`src/rtl/core/pdpm_pkg.sv`:
```
// ----------------------------------------------------------------------------
// Pattern dither palette mapper package
// Types, sizes and constant tables shared by the mapper modules.
// ----------------------------------------------------------------------------
package pdpm_pkg;

	localparam int PAL_DEPTH = 256;
	localparam int PAL_AW    = (PAL_DEPTH > 1) ? $clog2(PAL_DEPTH) : 1;
	localparam int CAND_CNT  = 64;
	localparam int CAND_AW   = $clog2(CAND_CNT);
	localparam int POS_W     = 12;
	localparam int IDX_W     = 8;
	localparam int COL_W     = 24;
	localparam int DIST_W    = 37;
	localparam int LUMA_W    = 18;
	localparam int ATT_RECIP = 5243;
	localparam int ATT_SHIFT = 19;

	localparam logic CMD_WRITE = 1'b0;
	localparam logic CMD_PIXEL = 1'b1;

	localparam logic [0:0] CFG_PAL_LOG2 = 1'b0;
	localparam logic [0:0] CFG_THRESH   = 1'b1;

	localparam logic [3:0] PAL_LOG2_RST = 4'd8;
	localparam logic [6:0] THRESH_RST   = 7'd50;

	typedef struct packed {
		logic [7:0] r;
		logic [7:0] g;
		logic [7:0] b;
	} rgb_t;

	typedef struct packed {
		logic signed [8:0] r;
		logic signed [8:0] g;
		logic signed [8:0] b;
	} err_t;

	typedef struct packed {
		logic vld;
		logic last;
		rgb_t pal;
	} dist_in_t;

	typedef struct packed {
		logic              vld;
		logic              last;
		rgb_t              col;
		logic [DIST_W-1:0] dsum;
	} dist_out_t;

	localparam logic [5:0] BAYER [64] = '{
		6'd0,  6'd48, 6'd12, 6'd60, 6'd3,  6'd51, 6'd15, 6'd63,
		6'd32, 6'd16, 6'd44, 6'd28, 6'd35, 6'd19, 6'd47, 6'd31,
		6'd8,  6'd56, 6'd4,  6'd52, 6'd11, 6'd59, 6'd7,  6'd55,
		6'd40, 6'd24, 6'd36, 6'd20, 6'd43, 6'd27, 6'd39, 6'd23,
		6'd2,  6'd50, 6'd14, 6'd62, 6'd1,  6'd49, 6'd13, 6'd61,
		6'd34, 6'd18, 6'd46, 6'd30, 6'd33, 6'd17, 6'd45, 6'd29,
		6'd10, 6'd58, 6'd6,  6'd54, 6'd9,  6'd57, 6'd5,  6'd53,
		6'd42, 6'd26, 6'd38, 6'd22, 6'd41, 6'd25, 6'd37, 6'd21
	};

endpackage

```
`src/rtl/core/pdpm_att.sv`:
```
// ----------------------------------------------------------------------------
// Attempt colour pipeline
// pixel - err*thr/100 per channel, truncated, clipped to 0..255. Three stages.
// ----------------------------------------------------------------------------
module pdpm_att (
	input  logic            clk,
	input  pdpm_pkg::rgb_t  pix,
	input  pdpm_pkg::err_t  err,
	input  logic [6:0]      thr,
	output pdpm_pkg::rgb_t  att
);

	logic signed [16:0] prod_r_s1, prod_g_s1, prod_b_s1;
	logic signed [16:0] num_r_s2, num_g_s2, num_b_s2;
	logic signed [16:0] thr_x;

	function automatic logic [7:0] quot(input logic signed [16:0] n);
		logic [28:0] m;
		logic [9:0]  q;
		m = {13'b0, n[15:0]} * 29'(pdpm_pkg::ATT_RECIP);
		q = 10'(m >> pdpm_pkg::ATT_SHIFT);
		if (n <= 17'sd0) begin
			return 8'd0;
		end
		return (q > 10'd255) ? 8'd255 : q[7:0];
	endfunction

	function automatic logic signed [16:0] num(input logic [7:0] p,
	                                           input logic signed [16:0] pr);
		return $signed({9'b0, p}) * 17'sd100 - pr;
	endfunction

	assign thr_x = $signed({10'b0, thr});

	always_ff @(posedge clk) begin
		prod_r_s1 <= 17'(err.r) * thr_x;
		prod_g_s1 <= 17'(err.g) * thr_x;
		prod_b_s1 <= 17'(err.b) * thr_x;
		num_r_s2  <= num(pix.r, prod_r_s1);
		num_g_s2  <= num(pix.g, prod_g_s1);
		num_b_s2  <= num(pix.b, prod_b_s1);
		att.r     <= quot(num_r_s2);
		att.g     <= quot(num_g_s2);
		att.b     <= quot(num_b_s2);
	end

endmodule

```
`config.mk`:
```
export PLATFORM = sky130hd
export DESIGN_NAME = pdpm_att
export DESIGN_NICKNAME = d
export VERILOG_FILES = /design/src/rtl/core/pdpm_pkg.sv /design/src/rtl/core/pdpm_att.sv
export SDC_FILE = /design/constraint.sdc
export NUM_CORES = 1
export LEC_CHECK = 0
export BUFFER_PORTS_ARGS = -buffer_cell sky130_fd_sc_hd__buf_4
export CORE_UTILIZATION = 56
export CTS_BUF_LIST = sky130_fd_sc_hd__clkbuf_4 sky130_fd_sc_hd__clkbuf_8 sky130_fd_sc_hd__clkbuf_16
export CTS_CLUSTER_DIAMETER = 50
export CTS_CLUSTER_SIZE = 40
export DETAILED_ROUTE_END_ITERATION = 7
export PLACE_DENSITY = 0.77
export SETUP_SLACK_MARGIN = 0.02
export SYNTH_ARGS = -nofsm -noshare
export SYNTH_HDL_FRONTEND = slang
export SYNTH_SLANG_ARGS = --single-unit
```
`constraint.sdc`:
```
create_clock -name clk -period 5.96 [get_ports clk]
set_input_delay 0.596 -clock clk [delete_from_list [all_inputs] [get_ports clk]]
set_output_delay 0.596 -clock clk [all_outputs]
set_load 0.01 [all_outputs]
```
==> results.md <==
- Run status: finished, final reports clean
- Share of cells above drive strength 1: around 4.7%
- Synth warn: 0
- Crit share post-route: 94.0%
- Global-route wire length before repair: 86.7 mm
- Num Clock Sinks: 126
- RSZ-0062 raised after global routing: false
- Antenna Violating Nets Remaining: 0
- Final net count: roughly 3.7k
- Worst slew margin: just over 50%
- H-Tree Depth: 4
- EDFF count, synth: 0
- Met3 wire length: 1.61 mm
- Worst Path Max Fanout: 8
- Synth Flop Type: dfxtp_1
- Peak Freq: 179 MHz
- Slew at the pin with the worst max-slew slack: 719 ps
- Slowest stage delay, CP: approximately 560 ps
- CP Cell Sequence: inv_1, fa_1, inv_1, ha_1, fa_1, fa_1, inv_1, fa_1, inv_1, ha_1, a211oi_2, o21ai_1, a211o_1, nor3_2, nor2_1, a211o_1, a311o_1, a211o_1, o21a_1
- CP arrival: around 6000 ps
- Clock skew: 8.35 ps
- CTS Root Cell: clkbuf_16
- Synth-to-layout area growth: 7.63%
- Clk buf depth: 2
- Die height: 215 um
- Cells after Synth: 2642
- TritonCTS clock tree: yes
- Initial antenna violation count: 2
- Hold_buf cts: 0
- Most frequent cells in the layout: inv_1, ha_1, fa_1
- Min cycle time layout: 5600 ps
- Hold path cells: 0
- Worst EP required: roughly 6300 ps
- Routed WL: around 50 mm
- CP Capture Type: register
- Clk_lat worst skew: 440 ps
- Drc violations: 0
- R2R Setup Slk: around 360 ps
- All-layer global routing usage: 22.9%
- HPWL Detailed: between 40 and 50 mm
- Largest net degree at the start of global routing: 28
- Setup Buffers After CTS: 0
- Ports: 83
- WL met1: 22.6 mm
- Vias: between 15k and 20k
- Synth Register Bits: roughly 130
- Post-synth cell types: 52
- Crit path buffers/inverters: 4
- Slew Viols, Final: 0
- Critical path startpoint category: register
- Worst Hold Endpoint: num_b_s2[0]
- DRT Pass-1 Iters: 7
- Commonest non-fill, non-tap cell in the layout: inv_1
- Worst setup path startpoint: num_b_s2[5]
- Grt ovf: 0
- Synth Area per Inst: 9.57 um2
- I/O Buffers: 82
- Metal2 WL: 25.1 mm
- TritonCTS buffer count: 17
- Worst R2R Path Depth: 19
- Hold path start: prod_b_s1[0]
- DIE AREA: 0.0460 mm2
- Die width: 215 um
- FF-to-FF End: att[5]
- PostCTS Resize Cnt: 0
- Post-DR wirelength/cell: 15.0 um
- Critical-path top delay cell: fa_1
- Worst min path class: register to register
- Setup tns final: 0 ps
- DRT iter0 DRCs: around 690
- Initial Util: approximately 57%
- Highest Signal Layer: met5
- CORE AREA: 0.0444 mm2
- Number of max-cap violations: 0
- Vias/cell: ~5.2
- Routability cong.: roughly 0.92
- FF-to-FF Start: num_b_s2[5]
- CP delay by family, top: adder cells
- Vias in the first global route: 19.0k
- Post-Syn Nets: 3655
- Cell Rows: 77
- Sequential area share after synthesis: 9.97%
- Endpoints failing setup: 0
- Final Hold Viols: 0
- Asr flop ratio synth: 0%
- Crit path kind: register to register
- Worst-path clk slew: 60 ps
- Netlist area before placement: roughly 0.025 mm2
-- through the flow --
step	worst slack [ps]	area (um2)	std cells	hold WS, ps	util, %
final	360	27200	3338	368	61.3
after global routing	41.6	27200	3336	382	61.3
after CTS	272	27200	3336	368	61.2
after detailed placement	269	26600	3304	359	59.9
after global placement	455	26600	3304	355	59.9
after floorplan	724	25300	2642	344	-
-- cell families (layout without fill, tap and decap cells) --
group	after synthesis	after routing	share of synthesized area, %
fa+ha+maj	954	954	58.7
buf+inv	718	820	10.7
simple gates	421	421	8.66
compound gates	283	283	7.15
xor+xnor	138	138	4.78
flops	126	126	9.97
mux	2	2	0.0792
other cells	0	2	0
-- synthesized netlist by cell type (6+ instances only) --
library cell,count,area [um2]
o21bai_1,20,150
nand4_1,10,62.6
xor2_1,48,420
xnor2_1,90,788
a211oi_1,8,60.1
and2_1,148,926
o211ai_1,10,75.1
ha_1,567,7090
nand2b_1,12,75.1
nand3_1,16,80.1
inv_1,704,2640
o41ai_1,6,52.6
nand2_1,88,330
or3_1,8,50.1
nor2b_1,12,75.1
fa_1,387,7750
a211o_1,6,52.6
o21ai_0,43,215
a21o_1,29,218
o21a_1,18,135
dfxtp_1,126,2520
a21oi_1,99,495
nor2_1,77,289
a31oi_1,9,56.3
nor3_1,27,135
clkbuf_1,14,52.6
-- state kept, by name, indices dropped and copies added, names as in the netlist --
register,flops
att,24
num_r_s2,17
prod_g_s1,17
num_g_s2,17
num_b_s2,17
prod_b_s1,17
prod_r_s1,17
-- final cells by class --
class,instances,area (um2)
Antenna cell,2,5.00
Clock buffer,20,454
Clock inverter,12,138
Fill cell,3621,17200
Inverter,704,2640
Multi-Input combinational cell,1798,20100
Sequential cell,126,2520
Tap cell,592,741
Timing Repair Buffer,84,631
-- layer usage --
layer,vias up,GRT usage (%)
li1,8454,-
met4,4,5.17
met1,8558,29.6
met2,294,40.8
met5,-,0
met3,54,2.84
-- worst max path at each step --
stage,cells past startpoint,end,slack (ps)
2_1_floorplan,17,att[0],720
3_3_place_gp,17,att[1],450
3_5_place_dp,19,att[15],270
4_1_cts,19,att[15],270
5_1_grt,19,att[14],40
6_report,19,att[5],360
Power is not shown: default switching activity piles up to over one toggle a cycle in this logic, so the estimate is an artifact.
