$ cat config.mk
export PLATFORM = sky130hd
export DESIGN_NAME = pdpm_dist
export DESIGN_NICKNAME = d
export VERILOG_FILES = /design/src/rtl/core/pdpm_pkg.sv /design/src/rtl/core/pdpm_dist.sv
export SDC_FILE = /design/constraint.sdc
export NUM_CORES = 2
export LEC_CHECK = 0
export BUFFER_PORTS_ARGS = -buffer_cell sky130_fd_sc_hd__clkbuf_2
export CAP_MARGIN = 25
export CORE_ASPECT_RATIO = 1.25
export CORE_MARGIN = 10
export CORE_UTILIZATION = 40
export CTS_CLUSTER_DIAMETER = 30
export CTS_CLUSTER_SIZE = 16
export DETAILED_ROUTE_END_ITERATION = 16
export GPL_TIMING_DRIVEN = 0
export MAX_ROUTING_LAYER = met4
export REMOVE_ABC_BUFFERS = 1
export SLEW_MARGIN = 20
export SYNTH_ARGS = -nofsm -noshare
export SYNTH_HDL_FRONTEND = slang
export SYNTH_SLANG_ARGS = --single-unit
$ cat constraint.sdc
create_clock -name clk -period 15.7 [get_ports clk]
set_clock_uncertainty 0.15 [all_clocks]
set_input_delay 3.925 -clock clk [delete_from_list [all_inputs] [get_ports clk]]
set_output_delay 3.925 -clock clk [all_outputs]
set_load 0.05 [all_outputs]
$ cat src/rtl/core/pdpm_pkg.sv
// ----------------------------------------------------------------------------
// Pattern dither palette mapper package
// Types, sizes and constant tables shared by the mapper modules.
// ----------------------------------------------------------------------------
package pdpm_pkg;

	localparam int PAL_DEPTH = 256;
	localparam int PAL_AW    = (PAL_DEPTH > 1) ? $clog2(PAL_DEPTH) : 1;
	localparam int CAND_CNT  = 64;
	localparam int CAND_AW   = $clog2(CAND_CNT);
	localparam int POS_W     = 12;
	localparam int IDX_W     = 8;
	localparam int COL_W     = 24;
	localparam int DIST_W    = 37;
	localparam int LUMA_W    = 18;
	localparam int ATT_RECIP = 5243;
	localparam int ATT_SHIFT = 19;

	localparam logic CMD_WRITE = 1'b0;
	localparam logic CMD_PIXEL = 1'b1;

	localparam logic [0:0] CFG_PAL_LOG2 = 1'b0;
	localparam logic [0:0] CFG_THRESH   = 1'b1;

	localparam logic [3:0] PAL_LOG2_RST = 4'd8;
	localparam logic [6:0] THRESH_RST   = 7'd50;

	typedef struct packed {
		logic [7:0] r;
		logic [7:0] g;
		logic [7:0] b;
	} rgb_t;

	typedef struct packed {
		logic signed [8:0] r;
		logic signed [8:0] g;
		logic signed [8:0] b;
	} err_t;

	typedef struct packed {
		logic vld;
		logic last;
		rgb_t pal;
	} dist_in_t;

	typedef struct packed {
		logic              vld;
		logic              last;
		rgb_t              col;
		logic [DIST_W-1:0] dsum;
	} dist_out_t;

	localparam logic [5:0] BAYER [64] = '{
		6'd0,  6'd48, 6'd12, 6'd60, 6'd3,  6'd51, 6'd15, 6'd63,
		6'd32, 6'd16, 6'd44, 6'd28, 6'd35, 6'd19, 6'd47, 6'd31,
		6'd8,  6'd56, 6'd4,  6'd52, 6'd11, 6'd59, 6'd7,  6'd55,
		6'd40, 6'd24, 6'd36, 6'd20, 6'd43, 6'd27, 6'd39, 6'd23,
		6'd2,  6'd50, 6'd14, 6'd62, 6'd1,  6'd49, 6'd13, 6'd61,
		6'd34, 6'd18, 6'd46, 6'd30, 6'd33, 6'd17, 6'd45, 6'd29,
		6'd10, 6'd58, 6'd6,  6'd54, 6'd9,  6'd57, 6'd5,  6'd53,
		6'd42, 6'd26, 6'd38, 6'd22, 6'd41, 6'd25, 6'd37, 6'd21
	};

endpackage

$ cat src/rtl/core/pdpm_dist.sv
// ----------------------------------------------------------------------------
// Distance pipeline
// D = 750*(299dr^2+587dg^2+114db^2) + (299dr+587dg+114db)^2, five stages.
// ----------------------------------------------------------------------------
module pdpm_dist (
	input  logic                 clk,
	input  logic                 arst_n,
	input  pdpm_pkg::rgb_t       att,
	input  pdpm_pkg::dist_in_t   din,
	output pdpm_pkg::dist_out_t  dout
);

	logic [4:0]                  v_q, l_q;
	pdpm_pkg::rgb_t              col_s1, col_s2, col_s3, col_s4, col_s5;
	logic signed [8:0]           dr_s1, dg_s1, db_s1;
	logic [15:0]                 qr_s2, qg_s2, qb_s2;
	logic signed [18:0]          lr_s2, lg_s2, lb_s2;
	logic [26:0]                 wr_s3, wg_s3, wb_s3;
	logic [18:0]                 sa_s3;
	logic [26:0]                 sq_s4;
	logic [37:0]                 ss_s4;
	logic [pdpm_pkg::DIST_W-1:0] dsum_s5;
	logic signed [17:0]          pr_c, pg_c, pb_c;
	logic signed [19:0]          s_c;

	always_comb begin
		pr_c = dr_s1 * dr_s1;
		pg_c = dg_s1 * dg_s1;
		pb_c = db_s1 * db_s1;
		s_c  = 20'(lr_s2) + 20'(lg_s2) + 20'(lb_s2);
	end

	always_ff @(posedge clk or negedge arst_n) begin
		if (!arst_n) begin
			v_q <= '0;
			l_q <= '0;
		end else begin
			v_q <= {v_q[3:0], din.vld};
			l_q <= {l_q[3:0], din.last};
		end
	end

	always_ff @(posedge clk) begin
		dr_s1  <= $signed({1'b0, att.r}) - $signed({1'b0, din.pal.r});
		dg_s1  <= $signed({1'b0, att.g}) - $signed({1'b0, din.pal.g});
		db_s1  <= $signed({1'b0, att.b}) - $signed({1'b0, din.pal.b});
		col_s1 <= din.pal;
		qr_s2  <= pr_c[15:0];
		qg_s2  <= pg_c[15:0];
		qb_s2  <= pb_c[15:0];
		lr_s2  <= 19'(dr_s1) * 19'sd299;
		lg_s2  <= 19'(dg_s1) * 19'sd587;
		lb_s2  <= 19'(db_s1) * 19'sd114;
		col_s2 <= col_s1;
		wr_s3  <= 27'(qr_s2) * 27'd299;
		wg_s3  <= 27'(qg_s2) * 27'd587;
		wb_s3  <= 27'(qb_s2) * 27'd114;
		sa_s3  <= (s_c < 20'sd0) ? 19'(-s_c) : 19'(s_c);
		col_s3 <= col_s2;
		sq_s4  <= wr_s3 + wg_s3 + wb_s3;
		ss_s4  <= {19'b0, sa_s3} * {19'b0, sa_s3};
		col_s4 <= col_s3;
		dsum_s5 <= 37'(sq_s4) * 37'd750 + 37'(ss_s4);
		col_s5  <= col_s4;
	end

	assign dout = '{vld: v_q[4], last: l_q[4], col: col_s5, dsum: dsum_s5};

endmodule

==> out/results.ini <==
[yosys]
ys_warn_count = 0
synth_xor_area_frac = 0.0574
synthesis.area_um2 = 47700
synth_top_area_frac = 0.298
synth_area_leaders = fa_1 30%, ha_1 21%, dfxtp_1 18%, inv_1 8.9%, xnor2_1 4.3%
synth.area.mux_share = 0.000918
ys_seq_area_frac = 0.187
synth_top_family_by_area = adder cells
ys.flop_type = dfxtp_1
synthAdderAreaFrac = 0.510
syn_area_per_cell_um2 = 10.1
synth-simple-area-share = 0.0731
post-synth-top-area-cell = fa_1
synth-async-reset-ratio = 0.0226
synthTopCellsByCount = 1131 x inv_1, 810 x ha_1, 710 x fa_1
synth_most_common_cell = inv_1
synth_compound_area_frac = 0.0796
syn_inst = 4727
synth.distinct_cells = 82
ys_seq_elements = 442
synth_edf_count = 0

[grt]
grt_pass1_wl_um = 163000
antenna_found_initial = 3
grt_max_degree = 22
track_usage = 0.154
grt_use_met2 = 0.277
use_met3 = 0.0198
overflow = 0
grt_pass1_vias = 33300
grt-busiest-layer = met2
grt_use_met1 = 0.176

[clocking]
cts_setup_buffers = 0
cts-resized-gates = 0
cts_max_level = 3
clk_latency_ns = 0.67
hold_buffers = 0
cts_tree = done
ctsLongestPathBuffers = 3
clk_pin_slew_ns = 0.06
numCtsBuffers = 80
clock-sinks = 442
clock-root-buffer = clkbuf_16

[floorplan]
core_area_um2 = 118000
die_x_um = 329
num_rows = 141
die_h_um = 406
dieArea_um2 = 134000
ios = 115
start_util = 0.403

[layout]
final_nets = 6471
utilization = 0.449
drive_above_1_share = 0.0604
area_delta_synth_final_pct = 11.3

[setup_path]
crit_path_end_kind = register
r2r_end = dsum_s5[36]$_DFF_P_
critPathMaxStageDelay_ns = 0.59
r2r_cells = 28
required_ns = 16.07
critPathArrivalTime_ns = 8.11
worst-path-max-fanout = 7
cp_slowest_cell = fa_1
start_kind = register
critPathKind = reg -> reg
r2r_start = sq_s4[8]$_DFF_P_
worst-r2r-setup-slack_ns = 7.96

[route]
vias_per_cell = 4.69
antenna_left = 0
wl_um = 95900
drc = 0
first_pass_iters = 5
drt_iter0_markers = 1106
wl_per_cell_um = 14.7
vias = 30700

[sta]
hold_violations = 0
layout_min_cycle_time_ns = 7.74
max_freq_mhz = 129
finalCritPeriodShare = 0.493
slew_violations = 0
rsz0062_at_grt = no
setup_viol = 0
tns_ns = 0
relSlewSlack = 0.305
tightestPinTransition_ns = 1.04

[worst_hold_path]
holdPathStages = 0
hold_class = reg -> reg
holdPathEnd = col_s4[17]$_DFF_P_
min_from = col_s3[17]$_DFF_P_

[status]
status = completed

[placed_design]
routabilityCongestion = 0.856
io_buffers = 114
place_hpwl_um = 80700

[job]
maxCapViolCount = 0

## layer usage
layer / vias up / routed length, um
met5: - / 0
met4: 0 / 2430
met3: 114 / 2870
met2: 358 / 50300
met1: 15000 / 40300
li1: 15200 / -
## worst max path at each step
stage,from,endpoint,slack (ns),cells past startpoint
finish,sq_s4[8]$_DFF_P_,dsum_s5[36]$_DFF_P_,7.96,28
global route,sq_s4[8]$_DFF_P_,dsum_s5[36]$_DFF_P_,7.28,28
CTS,sq_s4[8]$_DFF_P_,dsum_s5[36]$_DFF_P_,7.90,28
detailed placement,sq_s4[8]$_DFF_P_,dsum_s5[36]$_DFF_P_,7.94,28
global placement,sq_s4[8]$_DFF_P_,dsum_s5[36]$_DFF_P_,7.97,28
floorplan,sq_s4[9]$_DFF_P_,dsum_s5[36]$_DFF_P_,8.88,28
## layout by cell type (no fill, tap or decap), types with 7 or more instances in the layout
cell        instances
nand2b_1           37
inv_1            1131
nand3_1            30
a31oi_1             8
and2_1            134
nor3_1             38
o21a_1             41
a21oi_1           172
o21ai_0            99
inv_8               8
dfrtp_1            10
or3_1              14
and3_1             16
fa_1              710
conb_1              7
or2_2              10
ha_1              810
xnor2_1           234
nor2b_1            44
clkbuf_16          80
nor2_1            167
a211oi_1           21
nand4_1            11
o31ai_1            11
clkinvlp_4          7
bufinv_16           9
o21bai_1           43
a31o_2              7
a21o_1             96
clkinv_4            9
clkbuf_2          114
inv_6              17
nand2_1           185
o31a_1              7
xor2_1             76
dfxtp_1           432
o41ai_1            10
## critical path, delay by kind of cell, from the launching register on
family	cells	cell delay, ns
compound gates	9	1.82
flops	1	0.45
buf+inv	4	0.21
xor+xnor	2	0.36
fa+ha+maj	6	2.74
simple gates	7	1.85
## cells by family after synthesis
kind of cell,after synthesis
xor+xnor,311
other cells,2
flops,442
mux,4
simple gates,706
fa+ha+maj,1520
compound gates,577
buf+inv,1165
## flip-flops by register name, summed over array words and instances (netlist names), 25 cells and up
signal,count
wg_s3,25
sq_s4,27
ss_s4,36
dsum_s5,37
## metrics by stage
stage,cell area [um2],instances,hold slack [ns],setup WS [ns]
floorplan,47600,4699,0.160,8.88
global placement,50100,6386,0.160,7.97
detailed placement,50100,6386,0.162,7.94
CTS,53000,6534,0.170,7.90
global route,53100,6539,0.171,7.28
finish,53100,6541,0.169,7.96
## cell type report
cell class                 instances  area, um2
antenna                            3       7.51
clock inverter                    61        820
sequential                       442       8900
multi-input combinational       3125      34400
inverter                        1132       4250
fill                           11300      65300
timing repair buffer             118        643
tap                             1573       1970
clock buffer                      87       2070
Power is not shown: default switching activity piles up to over one toggle a cycle in this logic, so the estimate is an artifact.
